===== config.mk =====
export PLATFORM = sky130hd
export DESIGN_NAME = shot_sequencer_jam_detect_flat
export DESIGN_NICKNAME = d
export VERILOG_FILES = /design/src/rtl/ssjd_pkg.sv /design/src/rtl/ssjd_tick_if.sv /design/src/rtl/ssjd_result_if.sv /design/src/rtl/ssjd_cfg_if.sv /design/src/rtl/shot_sequencer_jam_detect.sv /design/src/flat_wrapper.sv
export SDC_FILE = /design/constraint.sdc
export NUM_CORES = 1
export LEC_CHECK = 0
export BUFFER_PORTS_ARGS = -buffer_cell sky130_fd_sc_hd__buf_4
export CORE_ASPECT_RATIO = 0.5
export CORE_MARGIN = 1.5
export CORE_UTILIZATION = 45
export DETAILED_ROUTE_END_ITERATION = 7
export GPL_ROUTABILITY_DRIVEN = 0
export PLACE_DENSITY = 0.67
export SYNTH_ARGS = -nofsm -noshare
export SYNTH_HDL_FRONTEND = slang
export SYNTH_SLANG_ARGS = --single-unit

===== constraint.sdc =====
create_clock -name clk -period 10.2 [get_ports clk]
set_input_delay 1.02 -clock clk [delete_from_list [all_inputs] [get_ports clk]]
set_output_delay 1.02 -clock clk [all_outputs]
set_load 0.005 [all_outputs]

===== src/rtl/ssjd_pkg.sv =====
// ----------------------------------------------------------------------------
// ssjd_pkg - shared types and constants for the shot sequencer
// Field widths, sequencer state codes, lever codes, register indexes and
// register reset values.
// ----------------------------------------------------------------------------
package ssjd_pkg;

  // Field widths
  localparam int TIME_W    = 32;
  localparam int ENC_W     = 32;
  localparam int LEVER_W   = 2;
  localparam int HEAT_W    = 16;
  localparam int STATE_W   = 3;
  localparam int REF_W     = 34;
  localparam int COUNT_W   = 20;
  localparam int MS_W      = 16;
  localparam int CFG_IDX_W = 3;
  localparam int CFG_DAT_W = 20;

  // Sequencer states
  localparam logic [STATE_W-1:0] ST_CLOSED  = 3'd0;
  localparam logic [STATE_W-1:0] ST_DONE    = 3'd1;
  localparam logic [STATE_W-1:0] ST_READY   = 3'd2;
  localparam logic [STATE_W-1:0] ST_SINGLE  = 3'd3;
  localparam logic [STATE_W-1:0] ST_JAMMED  = 3'd4;
  localparam logic [STATE_W-1:0] ST_BACKOFF = 3'd5;
  localparam logic [STATE_W-1:0] ST_FAILED  = 3'd6;

  // Lever positions
  localparam logic [LEVER_W-1:0] LEVER_UP   = 2'd0;
  localparam logic [LEVER_W-1:0] LEVER_MID  = 2'd1;
  localparam logic [LEVER_W-1:0] LEVER_DOWN = 2'd2;
  localparam logic [LEVER_W-1:0] LEVER_NONE = 2'd3;

  // Register indexes
  localparam logic [CFG_IDX_W-1:0] CFG_SHOT_STEP   = 3'd0;
  localparam logic [CFG_IDX_W-1:0] CFG_DONE_ERROR  = 3'd1;
  localparam logic [CFG_IDX_W-1:0] CFG_SHOT_TMO    = 3'd2;
  localparam logic [CFG_IDX_W-1:0] CFG_HEAT_LIMIT  = 3'd3;
  localparam logic [CFG_IDX_W-1:0] CFG_AUTO_INTVL  = 3'd4;

  // Register reset values
  localparam logic [COUNT_W-1:0] RST_SHOT_STEP  = 20'd49152;
  localparam logic [COUNT_W-1:0] RST_DONE_ERROR = 20'd5000;
  localparam logic [MS_W-1:0]    RST_SHOT_TMO   = 16'd1000;
  localparam logic [MS_W-1:0]    RST_HEAT_LIMIT = 16'd100;
  localparam logic [MS_W-1:0]    RST_AUTO_INTVL = 16'd500;

endpackage


===== src/rtl/ssjd_tick_if.sv =====
// ----------------------------------------------------------------------------
// ssjd_tick_if - control tick channel
// One transaction carries one control tick into the sequencer.
// ----------------------------------------------------------------------------
interface ssjd_tick_if import ssjd_pkg::*; ();
  logic                      valid;
  logic                      ready;
  logic [TIME_W-1:0]         now_ms;
  logic signed [ENC_W-1:0]   encoder_total;
  logic [LEVER_W-1:0]        lever_position;
  logic                      mouse_click;
  logic                      gimbal_relaxed;
  logic                      auto_aim;
  logic                      auto_fire_request;
  logic [HEAT_W-1:0]         barrel_heat;

  modport source (
    output valid, now_ms, encoder_total, lever_position, mouse_click,
           gimbal_relaxed, auto_aim, auto_fire_request, barrel_heat,
    input  ready
  );
  modport sink (
    input  valid, now_ms, encoder_total, lever_position, mouse_click,
           gimbal_relaxed, auto_aim, auto_fire_request, barrel_heat,
    output ready
  );
endinterface


===== src/rtl/ssjd_result_if.sv =====
// ----------------------------------------------------------------------------
// ssjd_result_if - sequencer result channel
// One transaction carries the state, firing flag and angle reference.
// ----------------------------------------------------------------------------
interface ssjd_result_if import ssjd_pkg::*; ();
  logic                      valid;
  logic                      ready;
  logic [STATE_W-1:0]        shot_state;
  logic                      firing_enabled;
  logic signed [REF_W-1:0]   angle_reference;

  modport source (
    output valid, shot_state, firing_enabled, angle_reference,
    input  ready
  );
  modport sink (
    input  valid, shot_state, firing_enabled, angle_reference,
    output ready
  );
endinterface


===== src/rtl/ssjd_cfg_if.sv =====
// ----------------------------------------------------------------------------
// ssjd_cfg_if - configuration write channel
// One transaction writes one register, selected by index.
// ----------------------------------------------------------------------------
interface ssjd_cfg_if import ssjd_pkg::*; ();
  logic                  valid;
  logic                  ready;
  logic [CFG_IDX_W-1:0]  index;
  logic [CFG_DAT_W-1:0]  data;

  modport source (output valid, index, data, input ready);
  modport sink   (input valid, index, data, output ready);
endinterface


===== src/rtl/shot_sequencer_jam_detect.sv =====
// ----------------------------------------------------------------------------
// shot_sequencer_jam_detect - trigger shot sequencer with jam detection
// Per-tick fire mode selection, shot arming and jam judgement.
// ----------------------------------------------------------------------------
// Every tick transaction yields exactly one result transaction. A tick sits
// in an input register, and the whole update (lever edges, shot arming,
// error and timeout judgement) runs as one combinational pass into the
// sequencer state and the result register, so the result register is
// loaded from the input register once the result register is free, and a
// new tick is taken every cycle unless the block stalls. Throughput is one
// tick per clock while not stalled; the block only stalls when the result
// register is full and not being taken. Configuration writes are always
// accepted (cfg.ready tied high) and must only happen while no tick is in
// flight. Register writes with an index past the last register are dropped.
// Error magnitudes are exact integers; time differences wrap modulo 2^32.
// ----------------------------------------------------------------------------
module shot_sequencer_jam_detect import ssjd_pkg::*; (
  input  logic        clk,
  input  logic        rst,
  ssjd_tick_if.sink   tick,
  ssjd_cfg_if.sink    cfg,
  ssjd_result_if.source result
);

  // Configuration registers
  logic [COUNT_W-1:0] shot_step;
  logic [COUNT_W-1:0] done_error;
  logic [MS_W-1:0]    shot_tmo;
  logic [MS_W-1:0]    heat_limit;
  logic [MS_W-1:0]    auto_intvl;

  // Input register
  logic                    s1_valid;
  logic [TIME_W-1:0]       s1_now;
  logic signed [ENC_W-1:0] s1_enc;
  logic [LEVER_W-1:0]      s1_lever;
  logic                    s1_click;
  logic                    s1_relaxed;
  logic                    s1_auto;
  logic                    s1_autoreq;
  logic [HEAT_W-1:0]       s1_heat;

  // Sequencer state
  logic                    fire_toggle;
  logic                    fire_on;
  logic [STATE_W-1:0]      seq_state;
  logic [LEVER_W-1:0]      prev_lever;
  logic signed [REF_W-1:0] target_pos;
  logic [TIME_W-1:0]       shot_start;
  logic [TIME_W-1:0]       last_auto;

  // Result register
  logic                    out_valid;
  logic [STATE_W-1:0]      res_state;
  logic                    res_fire;
  logic signed [REF_W-1:0] res_angle;

  // Handshake: result register frees up when empty or being taken
  logic advance;
  logic step_en;

  assign advance    = !out_valid || result.ready;
  assign step_en    = s1_valid && advance;
  assign tick.ready = !s1_valid || advance;
  assign cfg.ready  = 1'b1;

  assign result.valid           = out_valid;
  assign result.shot_state      = res_state;
  assign result.firing_enabled  = res_fire;
  assign result.angle_reference = res_angle;

  // ---------------------------------------------------------------------------
  // Tick update
  // ---------------------------------------------------------------------------
  logic                    up_edge;
  logic                    down_edge;
  logic                    fon;
  logic [STATE_W-1:0]      st_mode;
  logic                    auto_path;
  logic                    auto_fire;
  logic                    man_fire;
  logic                    fire;
  logic [STATE_W-1:0]      st_shot;
  logic [STATE_W-1:0]      st_jam;
  logic signed [REF_W-1:0] enc_ext;
  logic signed [REF_W-1:0] step_ext;
  logic signed [REF_W:0]   diff_old;
  logic [REF_W:0]          abs_old;
  logic [REF_W-1:0]        err;
  logic [TIME_W-1:0]       elapsed;
  logic [TIME_W-1:0]       auto_gap;
  logic                    big;
  logic                    early;
  logic                    late;

  logic                    fire_toggle_next;
  logic                    fire_on_next;
  logic [STATE_W-1:0]      seq_state_next;
  logic signed [REF_W-1:0] target_pos_next;

  assign up_edge   = (prev_lever != LEVER_UP)   && (s1_lever == LEVER_UP);
  assign down_edge = (prev_lever != LEVER_DOWN) && (s1_lever == LEVER_DOWN);

  // Fire request as seen this tick when not relaxed
  assign fon = fire_toggle ^ up_edge;

  assign enc_ext  = REF_W'(s1_enc);
  assign step_ext = signed'({{(REF_W-COUNT_W){1'b0}}, shot_step});

  // Mode selection
  always_comb begin
    if (!fon) begin
      st_mode = ST_CLOSED;
    end else if ((down_edge || s1_click) && seq_state == ST_DONE) begin
      st_mode = ST_READY;
    end else if (seq_state == ST_JAMMED || seq_state == ST_BACKOFF ||
                 seq_state == ST_FAILED || seq_state == ST_SINGLE) begin
      st_mode = seq_state;
    end else begin
      st_mode = ST_DONE;
    end
  end

  // Shot arming; an auto request in auto mode displaces a manual shot
  assign auto_gap  = s1_now - last_auto;
  assign auto_path = s1_autoreq && s1_auto;
  assign auto_fire = auto_path && (s1_heat < heat_limit) &&
                     (auto_gap > TIME_W'(auto_intvl));
  assign man_fire  = !auto_path && (st_mode == ST_READY);
  assign fire      = fon && (auto_fire || man_fire);
  assign st_shot   = fire ? ST_SINGLE : st_mode;

  // A fresh shot leaves exactly one step of error and zero elapsed time,
  // so only the held reference needs the full subtract.
  assign diff_old = (REF_W+1)'(target_pos) - (REF_W+1)'(enc_ext);
  assign abs_old  = diff_old[REF_W] ? (REF_W+1)'(-diff_old) : unsigned'(diff_old);
  assign err      = fire ? REF_W'(shot_step) : abs_old[REF_W-1:0];
  assign elapsed  = fire ? '0 : (s1_now - shot_start);

  assign big   = err > REF_W'(done_error);
  assign early = elapsed < TIME_W'(shot_tmo);
  assign late  = elapsed > TIME_W'(shot_tmo);

  assign st_jam = (big && late && st_shot == ST_SINGLE) ? ST_JAMMED : st_shot;

  always_comb begin
    fire_toggle_next = fire_toggle;
    fire_on_next     = 1'b0;
    seq_state_next   = ST_CLOSED;
    target_pos_next  = enc_ext;
    if (!s1_relaxed) begin
      fire_toggle_next = fon;
      fire_on_next     = fon;
      if (fon) begin
        if (fire) begin
          target_pos_next = auto_path ? (enc_ext - step_ext) : (enc_ext + step_ext);
        end else begin
          target_pos_next = target_pos;
        end
      end
      // Jam judgement, skipped while closed
      if (st_shot == ST_CLOSED) begin
        seq_state_next = ST_CLOSED;
      end else if (big && early && st_jam == ST_BACKOFF) begin
        seq_state_next = st_jam;
      end else if (big && late && st_jam == ST_BACKOFF) begin
        seq_state_next = ST_FAILED;
      end else if (err < REF_W'(done_error)) begin
        seq_state_next = ST_DONE;
      end else begin
        seq_state_next = st_jam;
      end
    end
  end

  // ---------------------------------------------------------------------------
  // Registers
  // ---------------------------------------------------------------------------
  always_ff @(posedge clk) begin
    if (rst) begin
      shot_step  <= RST_SHOT_STEP;
      done_error <= RST_DONE_ERROR;
      shot_tmo   <= RST_SHOT_TMO;
      heat_limit <= RST_HEAT_LIMIT;
      auto_intvl <= RST_AUTO_INTVL;
    end else if (cfg.valid && cfg.ready) begin
      unique case (cfg.index)
        CFG_SHOT_STEP:  shot_step  <= cfg.data;
        CFG_DONE_ERROR: done_error <= cfg.data;
        CFG_SHOT_TMO:   shot_tmo   <= cfg.data[MS_W-1:0];
        CFG_HEAT_LIMIT: heat_limit <= cfg.data[MS_W-1:0];
        CFG_AUTO_INTVL: auto_intvl <= cfg.data[MS_W-1:0];
        default: ;
      endcase
    end
  end

  // Input register
  always_ff @(posedge clk) begin
    if (rst) begin
      s1_valid <= 1'b0;
    end else if (tick.valid && tick.ready) begin
      s1_valid <= 1'b1;
    end else if (step_en) begin
      s1_valid <= 1'b0;
    end
  end

  always_ff @(posedge clk) begin
    if (tick.valid && tick.ready) begin
      s1_now     <= tick.now_ms;
      s1_enc     <= tick.encoder_total;
      s1_lever   <= tick.lever_position;
      s1_click   <= tick.mouse_click;
      s1_relaxed <= tick.gimbal_relaxed;
      s1_auto    <= tick.auto_aim;
      s1_autoreq <= tick.auto_fire_request;
      s1_heat    <= tick.barrel_heat;
    end
  end

  // Sequencer state
  always_ff @(posedge clk) begin
    if (rst) begin
      fire_toggle <= 1'b0;
      fire_on     <= 1'b0;
      seq_state   <= ST_CLOSED;
      prev_lever  <= LEVER_NONE;
      target_pos  <= '0;
      shot_start  <= '0;
      last_auto   <= '0;
    end else if (step_en) begin
      fire_toggle <= fire_toggle_next;
      fire_on     <= fire_on_next;
      seq_state   <= seq_state_next;
      prev_lever  <= s1_lever;
      target_pos  <= target_pos_next;
      if (!s1_relaxed && fire) begin
        shot_start <= s1_now;
      end
      if (!s1_relaxed && fon && auto_fire) begin
        last_auto <= s1_now;
      end
    end
  end

  // Result register
  always_ff @(posedge clk) begin
    if (rst) begin
      out_valid <= 1'b0;
    end else if (advance) begin
      out_valid <= s1_valid;
    end
  end

  always_ff @(posedge clk) begin
    if (step_en) begin
      res_state <= seq_state_next;
      res_fire  <= fire_on_next;
      res_angle <= target_pos_next;
    end
  end

  // ---------------------------------------------------------------------------
  // Assertions
  // ---------------------------------------------------------------------------
  // Backing off and failed are never entered
  a_no_backoff: assert property (@(posedge clk) disable iff (rst)
    seq_state != ST_BACKOFF && seq_state != ST_FAILED)
    else $error("sequencer entered an unreachable state");

  // With firing off the sequencer is always closed
  a_closed_when_off: assert property (@(posedge clk) disable iff (rst)
    !fire_on |-> seq_state == ST_CLOSED)
    else $error("sequencer open while firing is off");

  // A relaxed tick makes the reference track the encoder
  a_relax_tracks: assert property (@(posedge clk) disable iff (rst)
    step_en && s1_relaxed |=> res_angle == $past(enc_ext) && res_state == ST_CLOSED)
    else $error("relaxed tick did not close and track encoder");

  // An accepted tick always lands in the input register
  a_tick_held: assert property (@(posedge clk) disable iff (rst)
    tick.valid && tick.ready |=> s1_valid)
    else $error("accepted tick lost");

endmodule


===== src/flat_wrapper.sv =====
// flat-port wrapper written by rule: the top's interface ports become plain ports
module shot_sequencer_jam_detect_flat import ssjd_pkg::*;
  (clk, rst, tick_valid, tick_now_ms, tick_encoder_total, tick_lever_position, tick_mouse_click, tick_gimbal_relaxed, tick_auto_aim, tick_auto_fire_request, tick_barrel_heat, tick_ready, cfg_valid, cfg_index, cfg_data, cfg_ready, result_valid, result_shot_state, result_firing_enabled, result_angle_reference, result_ready);
  ssjd_tick_if tick_i ();
  ssjd_cfg_if cfg_i ();
  ssjd_result_if result_i ();
  input  logic clk;
  input  logic rst;
  input wire logic [$bits(tick_i.valid)-1:0] tick_valid;
  input wire logic [$bits(tick_i.now_ms)-1:0] tick_now_ms;
  input wire logic [$bits(tick_i.encoder_total)-1:0] tick_encoder_total;
  input wire logic [$bits(tick_i.lever_position)-1:0] tick_lever_position;
  input wire logic [$bits(tick_i.mouse_click)-1:0] tick_mouse_click;
  input wire logic [$bits(tick_i.gimbal_relaxed)-1:0] tick_gimbal_relaxed;
  input wire logic [$bits(tick_i.auto_aim)-1:0] tick_auto_aim;
  input wire logic [$bits(tick_i.auto_fire_request)-1:0] tick_auto_fire_request;
  input wire logic [$bits(tick_i.barrel_heat)-1:0] tick_barrel_heat;
  output wire logic [$bits(tick_i.ready)-1:0] tick_ready;
  input wire logic [$bits(cfg_i.valid)-1:0] cfg_valid;
  input wire logic [$bits(cfg_i.index)-1:0] cfg_index;
  input wire logic [$bits(cfg_i.data)-1:0] cfg_data;
  output wire logic [$bits(cfg_i.ready)-1:0] cfg_ready;
  output wire logic [$bits(result_i.valid)-1:0] result_valid;
  output wire logic [$bits(result_i.shot_state)-1:0] result_shot_state;
  output wire logic [$bits(result_i.firing_enabled)-1:0] result_firing_enabled;
  output wire logic [$bits(result_i.angle_reference)-1:0] result_angle_reference;
  input wire logic [$bits(result_i.ready)-1:0] result_ready;
  assign tick_i.valid = tick_valid;
  assign tick_i.now_ms = tick_now_ms;
  assign tick_i.encoder_total = tick_encoder_total;
  assign tick_i.lever_position = tick_lever_position;
  assign tick_i.mouse_click = tick_mouse_click;
  assign tick_i.gimbal_relaxed = tick_gimbal_relaxed;
  assign tick_i.auto_aim = tick_auto_aim;
  assign tick_i.auto_fire_request = tick_auto_fire_request;
  assign tick_i.barrel_heat = tick_barrel_heat;
  assign tick_ready = tick_i.ready;
  assign cfg_i.valid = cfg_valid;
  assign cfg_i.index = cfg_index;
  assign cfg_i.data = cfg_data;
  assign cfg_ready = cfg_i.ready;
  assign result_valid = result_i.valid;
  assign result_shot_state = result_i.shot_state;
  assign result_firing_enabled = result_i.firing_enabled;
  assign result_angle_reference = result_i.angle_reference;
  assign result_i.ready = result_ready;
  shot_sequencer_jam_detect u_core (.clk(clk), .rst(rst), .tick(tick_i), .cfg(cfg_i), .result(result_i));
endmodule

* After elaboration in Yosys (flattened, before gate mapping)
Cells that the tools add are included.
W data, S select, Z words.
** Storage, ports and cells
- Bits of input ports :: 114
- Word-level logic and storage cells :: 113
- Register bits after elaboration :: 318
- Output and inout port bits :: 41
** Operators by class
- Add/sub/neg operators :: 6
- Bitwise logic cells :: 2
- Multiplexer cells :: 19
- Reductions and logical operators :: 42
- Equality and inequality tests :: 14
- Magnitude comparators :: 6
** Operators by type and width (number)
- $mux W34 :: 6
- $gt A32 B16 Y1 :: 2
- $sub A32 B32 Y32 :: 2
- $sub A34 B32 Y35 :: 1
- $gt A34 B20 Y1 :: 1
- $lt A34 B20 Y1 :: 1
- $neg A34 Y34 :: 1
- $add A32 B21 Y33 :: 1
- $sub A32 B21 Y33 :: 1
- $lt A32 B16 Y1 :: 1
- $mux W32 :: 1
- $mux W3 :: 10
- $logic_and A1 B1 Y1 :: 18
- $lt A16 B16 Y1 :: 1
- $reduce_and A2 Y1 :: 8
- $eq A3 B2 Y1 const B :: 5
- $eq A3 B3 Y1 const B :: 5
- $logic_or A1 B1 Y1 :: 7
- $eq A3 B1 Y1 const B :: 2
- $logic_not A3 Y1 :: 2
- $logic_not A1 Y1 :: 4
- $reduce_bool A2 Y1 :: 2
- $eq A2 B2 Y1 const B :: 1
- $logic_not A2 Y1 :: 1
- 4 further kinds :: 5

* Depth between registers and ports, before layout
Gate-level depths: netlist of run 1.
- Depth after elaboration :: 22
- Depth in mapped cells :: 42

* Worst setup path before layout of run 1
Ideal clock, no wire load.
- Path type :: flip-flop to flip-flop
- From :: register u_core.s1_now[1]
- To :: register u_core.seq_state[1]
- Setup slack :: 2.667 ns
- Required time :: 10.099 ns
- Data arrival time :: 7.432 ns
- Setup time :: 0.101 ns
- Stages on the path, launching flop included :: 38
- Path through :: edfxtp_1 -> ha_1 -> nor2b_1 -> o31a_1 -> o21ai_1 -> a21oi_1 -> a221o_1 -> nand2_1 -> nand2_1 -> a31oi_1 -> xnor2_1 -> ha_1 -> nand4_1 -> nor4_1 -> o211ai_1 -> nor4_1 -> o2111ai_1 -> or4_4 -> [2 not listed] -> clkbuf_1 -> and2_1 -> ha_1 -> nor2b_1 -> o21a_1 -> o21a_1 -> o211ai_1 -> a21oi_1 -> o22ai_1 -> nor2_1 -> a211o_1 -> a2111oi_0 -> and4b_1 -> or3b_1 -> o32ai_1 -> nor2_1 -> a32oi_1 -> o41ai_1
** Between the ends
- Cells in the longest elaborated chain, start to end :: 16
** RTL lines
- start: declaration :: line shot_sequencer_jam_detect.sv:34 : logic [TIME_W-1:0] s1_now;
- start signal: assignment :: line shot_sequencer_jam_detect.sv:211 : s1_now <= tick.now_ms;
- $sub A32 B32 Y32 :: line shot_sequencer_jam_detect.sv:125 : assign auto_gap = s1_now - last_auto;
- $gt A32 B16 Y1 :: line shot_sequencer_jam_detect.sv:128 : (auto_gap > TIME_W'(auto_intvl));
- $logic_and A1 B1 Y1 :: line shot_sequencer_jam_detect.sv:127 : assign auto_fire = auto_path && (s1_heat < heat_limit) &&
- $logic_or A1 B1 Y1 :: line shot_sequencer_jam_detect.sv:130 : assign fire = fon && (auto_fire || man_fire);
- $logic_and A1 B1 Y1 :: line shot_sequencer_jam_detect.sv:130
- $mux W34 / $mux W32 (equally long branches) :: line shot_sequencer_jam_detect.sv:137, shot_sequencer_jam_detect.sv:138
- $gt A34 B20 Y1 / $gt A32 B16 Y1 (equally long branches) :: line shot_sequencer_jam_detect.sv:140, shot_sequencer_jam_detect.sv:142
- $logic_and A1 B1 Y1 :: line shot_sequencer_jam_detect.sv:144, shot_sequencer_jam_detect.sv:166
- $logic_and A1 B1 Y1 :: line shot_sequencer_jam_detect.sv:144 : assign st_jam = (big && late && st_shot == ST_SINGLE) ? ST_JAMMED : st_shot;
- $mux W3 :: line shot_sequencer_jam_detect.sv:144
- $eq A3 B3 Y1 :: line shot_sequencer_jam_detect.sv:164, shot_sequencer_jam_detect.sv:166
- $logic_and A1 B1 Y1 :: line shot_sequencer_jam_detect.sv:166 : end else if (big && late && st_jam == ST_BACKOFF) begin
- $mux W3 :: line shot_sequencer_jam_detect.sv:166
- $mux W3 :: line shot_sequencer_jam_detect.sv:164 : end else if (big && early && st_jam == ST_BACKOFF) begin
- $mux W3 (*) :: line shot_sequencer_jam_detect.sv:162 : if (st_shot == ST_CLOSED) begin
- $mux W3 (*) :: line shot_sequencer_jam_detect.sv:151 : if (!s1_relaxed) begin
- end signal: assignment :: line shot_sequencer_jam_detect.sv:235 : seq_state <= seq_state_next;
- end: declaration :: line shot_sequencer_jam_detect.sv:46 : logic [STATE_W-1:0] seq_state;
Mark *: on every way between the ends. The rest lies on a longest branch, timed or not.
A chain may end at the register's enable or synchronous reset.

* Final worst setup path of run 1
- From :: register u_core.s1_now[1]
- To :: register u_core.res_state[1], in the netlist u_core.result.shot_state[1], data pin
** Between the ends
- Cells in the longest elaborated chain, start to end :: 16
** RTL lines
- $sub A32 B32 Y32 :: line shot_sequencer_jam_detect.sv:125
- $gt A32 B16 Y1 :: line shot_sequencer_jam_detect.sv:128
- $logic_and A1 B1 Y1 :: line shot_sequencer_jam_detect.sv:127
- $logic_or A1 B1 Y1 :: line shot_sequencer_jam_detect.sv:130
- $logic_and A1 B1 Y1 :: line shot_sequencer_jam_detect.sv:130
- $mux W34 / $mux W32 (equally long branches) :: line shot_sequencer_jam_detect.sv:137, shot_sequencer_jam_detect.sv:138
- $gt A34 B20 Y1 / $gt A32 B16 Y1 (equally long branches) :: line shot_sequencer_jam_detect.sv:140, shot_sequencer_jam_detect.sv:142
- $logic_and A1 B1 Y1 :: line shot_sequencer_jam_detect.sv:144, shot_sequencer_jam_detect.sv:166
- $logic_and A1 B1 Y1 :: line shot_sequencer_jam_detect.sv:144
- $mux W3 :: line shot_sequencer_jam_detect.sv:144
- $eq A3 B3 Y1 :: line shot_sequencer_jam_detect.sv:164, shot_sequencer_jam_detect.sv:166
- $logic_and A1 B1 Y1 :: line shot_sequencer_jam_detect.sv:166
- $mux W3 :: line shot_sequencer_jam_detect.sv:166
- $mux W3 :: line shot_sequencer_jam_detect.sv:164
- $mux W3 (*) :: line shot_sequencer_jam_detect.sv:162
- $mux W3 (*) :: line shot_sequencer_jam_detect.sv:151
- net u_core.seq_state_next[1] :: line shot_sequencer_jam_detect.sv:98 : logic [STATE_W-1:0] seq_state_next;
- end signal: assignment :: line shot_sequencer_jam_detect.sv:258 : res_state <= seq_state_next;
- end: declaration :: line shot_sequencer_jam_detect.sv:54 : logic [STATE_W-1:0] res_state;
Mark *: on every way through the listed nets, which the timed path passes. The rest lies on a longest branch.

==> metrics.txt, run 1 <==
crit start category flop; # fillers 4805; row count 57; met3 Use GR 3.20%; worst hold path type flop to flop; RSZ-0062 raised after global routing no; GR met1 Demand/Resource 33.1%; Syn Area/Cell 8.30 um2; cts hold-fix bufs 0; post-synth top area cell dfxtp_1; initial core utilization 46.1%; number of global-route vias before repair 18365; wire length per cell 17.2 um; Comb pwr share 25.1%; Flop pwr share 40.7%; CTS Buffer Depth 3; worst-path fanout max 63; Async SR Flop Fraction 0%; Mapped Area 0.0226 mm2; CTS tree yes; R2R cell count 37; clk root buf clkbuf_16; commonest non-fill, non-tap cell in the layout nand2_1; Critical Path Sink Type flop; Antenna Cells 0; DP Wirelength 44400 um; peak supply drop 0.000125 V; IO Count 155; Switching Fraction 31.7%; Hold Path End u_core.shot_start[7]; Port Buffer Count 153; Ys Warns 0; post-synthesis sequential area ratio 33.7%; flop2flop setup slack 1.89 ns; GRT Residual Overflow 0; status complete, no violations; final wirelength 60100 um; crit-path max cell delay 0.57 ns; post-synthesis cell type count 110; antenna viol nets, final 0; worst skew pair latency 0.62 ns; Vias/cell 5.66; R2R Path End u_core.result.shot_state[1]; most frequent cells in the layout 405 x nand2_1, 305 x a21oi_1, 215 x inv_1, 197 x ha_1, 194 x dfxtp_1; core area 0.0491 mm2; routed via count 19751; setup tns final 0 ns; top cell type's share of synthesized area 17.2%; Final period util 81.4%; global-route wire length before repair 96500 um; slowest CP cell buf_4; P per Cell Area 137 mW/mm2; CP most frequent cell o21a_1; Slew HR 24.5%; # Max-Cap Violations 0; Die Area 0.0517 mm2; DIE HEIGHT 161 um; post-route cell area 0.0252 mm2; WS Path Type flop to flop; Clk pwr share 34.2%; Global Route Usage Sum 22.8%; drt first pass iters 6; Post-Syn Nets 3040; Net Sw Power 1.10 mW; Synth Register Bits 318; Setup Buffers After CTS 0; DRC errors left 0; hold wc startpoint u_core.shot_start[7]; Hold Crit Depth 2; Int Pwr 2.36 mW; Reg clk slew, reported paths 0.07 ns; placed cell areas 0.0241 mm2; DRT iter0 DRCs 1547; Worst EP arrival 8.65 ns; worst-margin pin slew 1.13 ns; total CTS buffers 31; Sink Count 318; busiest layer in global routing met2; Fin. Hold Viols 0; CTS resizes 0; top_reg_cell synth dfxtp_1; number of synthesized flops with an enable pin 124; Final setup viols 0; die span in x 320 um; standby leakage power 10.3 nW; GR Util met2 36.2%; Syn Inst Count 2725; largest net degree at the start of global routing 88; nets@finish 3133; initial antenna violation count 0; setup skew after layout 0.0154 ns; Clock H-tree levels 1; min Tclk post-route 8.31 ns; share of cells above drive strength 1 11.0%; Max Transition Viols Final 0; dominant cells by area after synthesis dfxtp_1 17%, edfxtp_1 16%, ha_1 11%; P&R area growth vs syn 11.3%; CP required 10.54 ns; Max Clk Rate 120 MHz; reg-to-reg startpoint u_core.s1_now[1]
cells in the mapped netlist, types with 20 or more instances:
master,instances
nand2_1,405
a21oi_1,306
inv_1,215
ha_1,197
dfxtp_1,194
nor2_1,189
edfxtp_1,124
o21ai_0,104
xnor2_1,73
clkbuf_1,72
a21o_1,70
xor2_1,58
mux2i_1,57
nand3_1,49
nor3_1,42
o211ai_1,38
nand4_1,35
o21a_1,33
nor2b_1,29
nand2b_1,28
a31oi_1,23
a211oi_1,22
o21bai_1,20
state kept, by name, summed over array words and instances (netlist names), 3 cells and up:
signal	cells
u_core.seq_state	3
u_core.target_pos	34
u_core.result.angle_reference	34
u_core.shot_start	32
u_core.done_error	20
u_core.s1_heat	16
u_core.last_auto	32
u_core.shot_tmo	16
u_core.s1_enc	32
u_core.s1_now	32
u_core.result.shot_state	3
u_core.heat_limit	16
u_core.auto_intvl	16
u_core.shot_step	20
power groups by stage:
| stage | sequential (mW) | combinational [mW] | clock [mW] |
|---|---|---|---|
| floorplan | 1.42 | 0.632 | 0 |
| global placement | 1.43 | 0.836 | 0 |
| detailed placement | 1.43 | 0.852 | 0 |
| CTS | 1.41 | 0.858 | 1.21 |
| global route | 1.41 | 0.963 | 1.25 |
| finish | 1.41 | 0.868 | 1.18 |
per-layer routing:
| metal | part of all wire, % | vias up |
|---|---|---|
| li1 | - | 9897 |
| met1 | 49 | 9245 |
| met2 | 43 | 553 |
| met3 | 6.3 | 56 |
| met4 | 1.6 | 0 |
| met5 | 0 | - |
layout make-up:
cell class / instances / area [um2] / area share [%]
Tap cell: 649 / 812 / 3.23
Timing Repair Buffer: 168 / 1260 / 5.01
Clock inverter: 19 / 125 / 0.497
Clock buffer: 39 / 903 / 3.59
Inverter: 216 / 811 / 3.22
Sequential cell: 318 / 7610 / 30.2
Multi-Input combinational cell: 2083 / 13600 / 54.2
critical path: cells and delay by family (launching register included):
kind            cells  cell delay, ns
compound gates     21            4.00
simple gates       11            1.96
fa+ha+maj           3            0.85
buf+inv             1            0.57
flops               1            0.48
xor+xnor            1            0.09
cells by family after synthesis:
kind of cell	Yosys count	share of synthesized area [%]
flip-flops	318	33.7
other	1	0.0166
AO/OA/AOI/OAI	793	22.8
multiplexers	63	2.82
adder cells (fa/ha/maj)	201	11.3
XOR/XNOR	131	5.08
buffers and inverters	324	6.12
AND/OR/NAND/NOR	894	18.2
metrics by stage:
step	power, mW	setup WS, ns	cells	util, %	hold WS, ns
detailed placement	2.29	2.00	3434	49.2	0.446
finish	3.46	1.89	3492	51.3	0.454
floorplan	2.06	2.67	2725	-	0.436
CTS	3.47	1.97	3492	51.3	0.456
global placement	2.27	2.24	3434	49.2	0.443
global route	3.63	1.29	3492	51.3	0.473
how the worst max path moves through the flow:
| stage | startpoint | end | slack [ns] | cells after the start |
|---|---|---|---|---|
| CTS | u_core.s1_now[1] | u_core.result.shot_state[1] | 1.97 | 37 |
| finish | u_core.s1_now[1] | u_core.result.shot_state[1] | 1.89 | 37 |
| detailed placement | u_core.s1_now[1] | u_core.result.shot_state[1] | 2.00 | 37 |
| global placement | u_core.s1_now[1] | u_core.result.shot_state[1] | 2.24 | 39 |
| floorplan | u_core.s1_now[1] | u_core.seq_state[1] | 2.67 | 37 |
| global route | u_core.s1_now[0] | u_core.seq_state[1] | 1.29 | 41 |
No activity file was read; power rests on OpenSTA's default activity.
==> run 2, diff against run 1 <==
PLACE_DENSITY = 0.7   (was 0.67)
clock period = 6.95 ns   (was 10.2 ns; I/O delays follow)
==> metrics.txt, run 2 (synthesis results as in run 1) <==
status finished, violations left; failing checks negative setup slack; worst hold path type primary input to flop; largest net degree at the start of global routing 97 (+10%); Slew HR 12.4% (-12 points); cts hold-fix bufs 0 (unchanged); Sink Count 318 (unchanged); Fin. Hold Viols 0 (unchanged); IO Count 155 (unchanged); multi-input logic area 0.0138 mm2 (+0.89%); placed insts 3509 (+2.2%); Net Sw Power 1.60 mW (+46%); storage element area 0.00761 mm2 (unchanged); Max Clk Rate 135 MHz (+12%); Reg clk slew, reported paths 0.07 ns (about the same); busiest layer in global routing met2; Comb pwr share 26.1% (+1.0 points); worst-margin pin slew 1.31 ns (+0.182 ns); slowest CP cell or4_4; setup tns final -2.06 ns (-2.06 ns); DIE HEIGHT 161 um (unchanged); Clock H-tree levels 1 (unchanged); Global Route Usage Sum 23.2% (+0.42 points); row count 57 (unchanged); PnR Total Power 5.22 mW (+51%); P per Cell Area 200 mW/mm2 (+46%); Final period util 106% (+25 points); commonest non-fill, non-tap cell in the layout nand2_1; share of cells above drive strength 1 14.5% (+3.4 points); GR met1 Demand/Resource 32.7% (-0.42 points); final wirelength 61400 um (+2.1%); DP Wirelength 45100 um (+1.4%); clk root buf clkbuf_16; Clk pwr share 34.4% (+0.2 points); Worst EP arrival 7.75 ns (-0.90 ns); worst skew pair latency 0.61 ns (about the same); wire length per cell 17.1 um (-0.64%); most frequent cells in the layout 403 x nand2_1, 300 x a21oi_1, 264 x buf_4, 214 x inv_1, 195 x ha_1; # Max-Cap Violations 0 (unchanged); Final setup viols 6 (+6); WS Path Type flop to flop; setup skew after layout 0.0167 ns (+0.00130 ns); GR Util met2 37.9% (+1.8 points); Non-Filler Instances 3589 (+2.8%); CP most frequent cell buf_4; Antenna Cells 0 (unchanged); final setup margin -0.444 ns (-2.34 ns); total CTS buffers 31 (unchanged); nets@finish 3231 (+3.1%); # fillers 4518 (-6.0%); Layout Utilization 53.1% (+1.9 points); initial core utilization 46.1% (unchanged); post-route cell area 0.0261 mm2 (+3.6%); Vias/cell 5.65 (-0.19%); global-route wire length before repair 98500 um (+2.1%); Port Buffer Count 153 (unchanged); initial antenna violation count 0 (unchanged); RSZ-0062 raised after global routing yes; Max Transition Viols Final 0 (unchanged); CP required 7.30 ns (-3.24 ns); crit-path max cell delay 0.59 ns (+0.02 ns); CTS tree yes; crit start category flop; DRT iter0 DRCs 1636 (+5.8%); drt first pass iters 6 (unchanged); number of global-route vias before repair 19111 (+4.1%); worst-path fanout max 7 (-89%); CTS Buffer Depth 3 (unchanged); P&R area growth vs syn 15.3%; peak supply drop 0.000148 V (+19%); standby leakage power 10.8 nW (+4.8%); die span in x 320 um (unchanged); GRT Residual Overflow 0 (unchanged); antenna viol nets, final 0 (unchanged); DRC errors left 0 (unchanged); min Tclk post-route 7.39 ns (-0.912 ns); Flop pwr share 39.5% (-1.2 points); Die Area 0.0517 mm2 (unchanged); core area 0.0491 mm2 (unchanged); met3 Use GR 2.68% (-0.51 points); placed cell areas 0.0247 mm2 (+2.5%); Critical Path Sink Type flop; routed via count 20261 (+2.6%); Switching Fraction 30.7% (-1.0 points); Int Pwr 3.62 mW (+53%)
## run 2: through the flow
stage / worst slack (ns) / hold slack [ns]
after floorplan: -0.256 / 0.436
after global placement: -0.321 / 0.441
after detailed placement: -0.541 / 0.447
after CTS: -0.264 / 0.235
after global routing: -0.745 / 0.247
final: -0.444 / 0.266
## run 2: critical path, delay by kind of cell (launching register included)
kind                       cells  cell delay [ns]
AOI/OAI and AO/OA             16             2.70
and+or+nand+nor                9             1.90
buffers and inverters         12             1.54
adders and majority gates      2             0.54
DFF                            1             0.39
xor gates and xnor gates       1             0.09
## run 2: area by class of cell
cell class	count	share of cell area [%]
clock buffer	43	3.46
clock inverter	14	0.624
inverter	216	3.11
multi-input combinational	2083	52.8
sequential	318	29.2
tap	649	3.11
timing repair buffer	266	7.72
## run 2: final timing paths
check                                 to  slack, ns                  start  depth (start not counted)
max          u_core.result.shot_state[2]      -0.44       u_core.s1_now[3]                         40
min                    u_core.s1_heat[3]       0.27    tick_barrel_heat[3]                          1
max reg2reg  u_core.result.shot_state[2]      -0.44       u_core.s1_now[3]                         40
min reg2reg        u_core.shot_start[21]       0.46  u_core.shot_start[21]                          2
## run 2: what timing repair did
action                                  4_1_cts  5_1_grt
endpoints found under the setup margin        6        6
resized for setup                            14        9
pin swaps                                     7        5
setup buffers                                23        0
## run 2: power by group through the flow
stage	Combinational, mW	Sequential (mW)	Clock, mW
2_1_floorplan	0.930	2.09	0
3_3_place_gp	1.27	2.10	0
3_5_place_dp	1.30	2.10	0
4_1_cts	1.34	2.06	1.83
5_1_grt	1.51	2.07	1.90
6_report	1.36	2.06	1.79
## run 2: routing by layer
layer	part of all wire (%)	vias up
met2	44	586
met4	2.5	0
met5	0	-
met3	5.9	93
met1	47	9500
li1	-	10082
==> run 3, diff against run 2 <==
GPL_TIMING_DRIVEN = 1   (was default)
SETUP_SLACK_MARGIN = 0.2   (was default)
==> metrics.txt, run 3 (synthesis results as in run 1) <==
Sink Count 318 (unchanged); PnR Total Power 5.10 mW (-2.3%); worst-path fanout max 8 (+1); P&R area growth vs syn 15.1%; final wirelength 61400 um (about the same); Layout Utilization 53.0% (-0.087 points); Flop pwr share 40.4% (+0.9 points); IO Count 155 (unchanged); antenna viol nets, final 0 (unchanged); standby leakage power 10.7 nW (-0.39%); status finished, violations left; worst-margin pin slew 1.30 ns (-0.0132 ns); wire length per cell 17.1 um (+0.20%); initial antenna violation count 0 (unchanged); setup skew after layout 0.0250 ns (+0.00833 ns); GRT Residual Overflow 0 (unchanged); commonest non-fill, non-tap cell in the layout nand2_1; Fin. Hold Viols 0 (unchanged); drt first pass iters 6 (unchanged); most frequent cells in the layout 405 x nand2_1, 299 x a21oi_1, 256 x buf_4, 214 x inv_1, 195 x ha_1; Reg clk slew, reported paths 0.07 ns (about the same); Worst EP arrival 7.93 ns (+0.18 ns); Max Clk Rate 134 MHz (-0.60%); share of cells above drive strength 1 14.5% (+0.035 points); Hold Path End u_core.s1_heat[10]; total CTS buffers 31 (unchanged); WS Path Type flop to flop; flop2flop setup slack -0.49 ns (-0.04 ns); clk root buf clkbuf_16; failing checks negative setup slack; cts hold-fix bufs 0 (unchanged); Final period util 107% (+0.64 points); global-route wire length before repair 98200 um (-0.36%); routed via count 20175 (-0.42%); core area 0.0491 mm2 (unchanged); Port Buffer Count 153 (unchanged); Global Route Usage Sum 23.2% (+0.043 points); R2R cell count 38 (-5.0%); Switching Fraction 31.3% (+0.60 points); R2R Path End u_core.seq_state[1]; Antenna Cells 0 (unchanged); Final setup viols 6 (unchanged); DIE HEIGHT 161 um (unchanged); crit-path max cell delay 0.56 ns (-0.03 ns); Vias/cell 5.63 (-0.23%); reg-to-reg startpoint u_core.s1_now[1]; DP Wirelength 45400 um (+0.80%); hold wc startpoint tick_barrel_heat[10]; # Max-Cap Violations 0 (unchanged); initial core utilization 46.1% (unchanged); peak supply drop 0.000139 V (-6.3%); row count 57 (unchanged); placed insts 3509 (unchanged); CTS Buffer Depth 3 (unchanged); Clk pwr share 32.9% (-1.5 points); placed cell areas 0.0247 mm2 (unchanged); post-route cell area 0.0260 mm2 (-0.16%); Clock H-tree levels 1 (unchanged); crit start category flop; Hold Crit Depth 1 (unchanged); CP most frequent cell o21a_1; Die Area 0.0517 mm2 (unchanged); die span in x 320 um (unchanged); # fillers 4632 (+2.5%); largest net degree at the start of global routing 97 (unchanged); Net Sw Power 1.60 mW (-0.36%); nets@finish 3224 (-0.22%); DRT iter0 DRCs 1603 (-2.0%); RSZ-0062 raised after global routing yes; Critical Path Sink Type flop; number of global-route vias before repair 18989 (-0.64%); Int Pwr 3.50 mW (-3.1%); min Tclk post-route 7.44 ns (+0.0443 ns); Non-Filler Instances 3582 (-0.20%); worst hold slack 0.253 ns (-0.0128 ns); worst skew pair latency 0.62 ns (about the same); CTS tree yes; Slew HR 13.2% (+0.88 points); worst hold path type primary input to flop; slowest CP cell or4_4; P per Cell Area 196 mW/mm2 (-2.1%); CP required 7.44 ns (+0.14 ns); DRC errors left 0 (unchanged); final setup margin -0.488 ns (-0.0443 ns); Comb pwr share 26.6% (+0.5 points); Max Transition Viols Final 0 (unchanged)
==> run 3: power groups by stage <==
stage,Sequential [mW],Combinational (mW),Clock [mW]
5_1_grt,2.07,1.50,1.79
3_3_place_gp,2.10,1.27,0
6_report,2.06,1.36,1.68
3_5_place_dp,2.10,1.30,0
2_1_floorplan,2.09,0.930,0
4_1_cts,2.06,1.33,1.72
==> run 3: critical path, delay by kind of cell (launching register included) <==
family / cells / cell delay [ns]
compound gates: 23 / 3.98
xor+xnor: 1 / 0.14
fa+ha+maj: 3 / 0.86
buf+inv: 2 / 0.28
flops: 1 / 0.39
simple gates: 9 / 1.66
==> run 3: timing repair <==
item | in CTS | in global routing
resized for setup | 17 | 14
pin swaps | 17 | 22
setup buffers | 8 | 8
endpoints found under the setup margin | 6 | 6
==> run 3: how the worst max path moves through the flow <==
stage                                 from                     endpoint  slack [ns]  cells past startpoint
after floorplan           u_core.s1_now[1]  u_core.result.shot_state[2]       -0.26                     39
after global placement    u_core.s1_now[0]  u_core.result.shot_state[1]       -0.32                     41
after detailed placement  u_core.s1_now[0]  u_core.result.shot_state[1]       -0.62                     40
after CTS                 u_core.s1_now[1]  u_core.result.shot_state[2]       -0.38                     38
after global routing      u_core.s1_now[1]          u_core.seq_state[1]       -0.95                     38
final                     u_core.s1_now[1]          u_core.seq_state[1]       -0.49                     38
==> run 3: per-stage QoR <==
stage | setup slack, ns | setup TNS (ns)
after floorplan | -0.256 | -0.947
after global placement | -0.324 | -1.25
after detailed placement | -0.615 | -3.12
after CTS | -0.376 | -1.60
after global routing | -0.946 | -5.08
final | -0.488 | -2.26
==> run 3: layout make-up <==
type                            instances  area [um2]  share of cell area [%]
Sequential cell                       318        7610                    29.2
Clock buffer                           42         898                    3.45
Tap cell                              649         812                    3.12
Clock inverter                         15         104                   0.399
Timing Repair Buffer                  259        1980                    7.60
Multi-Input combinational cell       2083       13800                    53.1
Inverter                              216         811                    3.12
==> run 3: per-layer routing <==
layer  up-vias  track usage (%)  routed length (um)
li1      10086                -                   -
met1      9425             32.3               28500
met2       585             38.2               27700
met3        79             3.18                3840
met4         0             5.64                1350
met5         -                0                   0
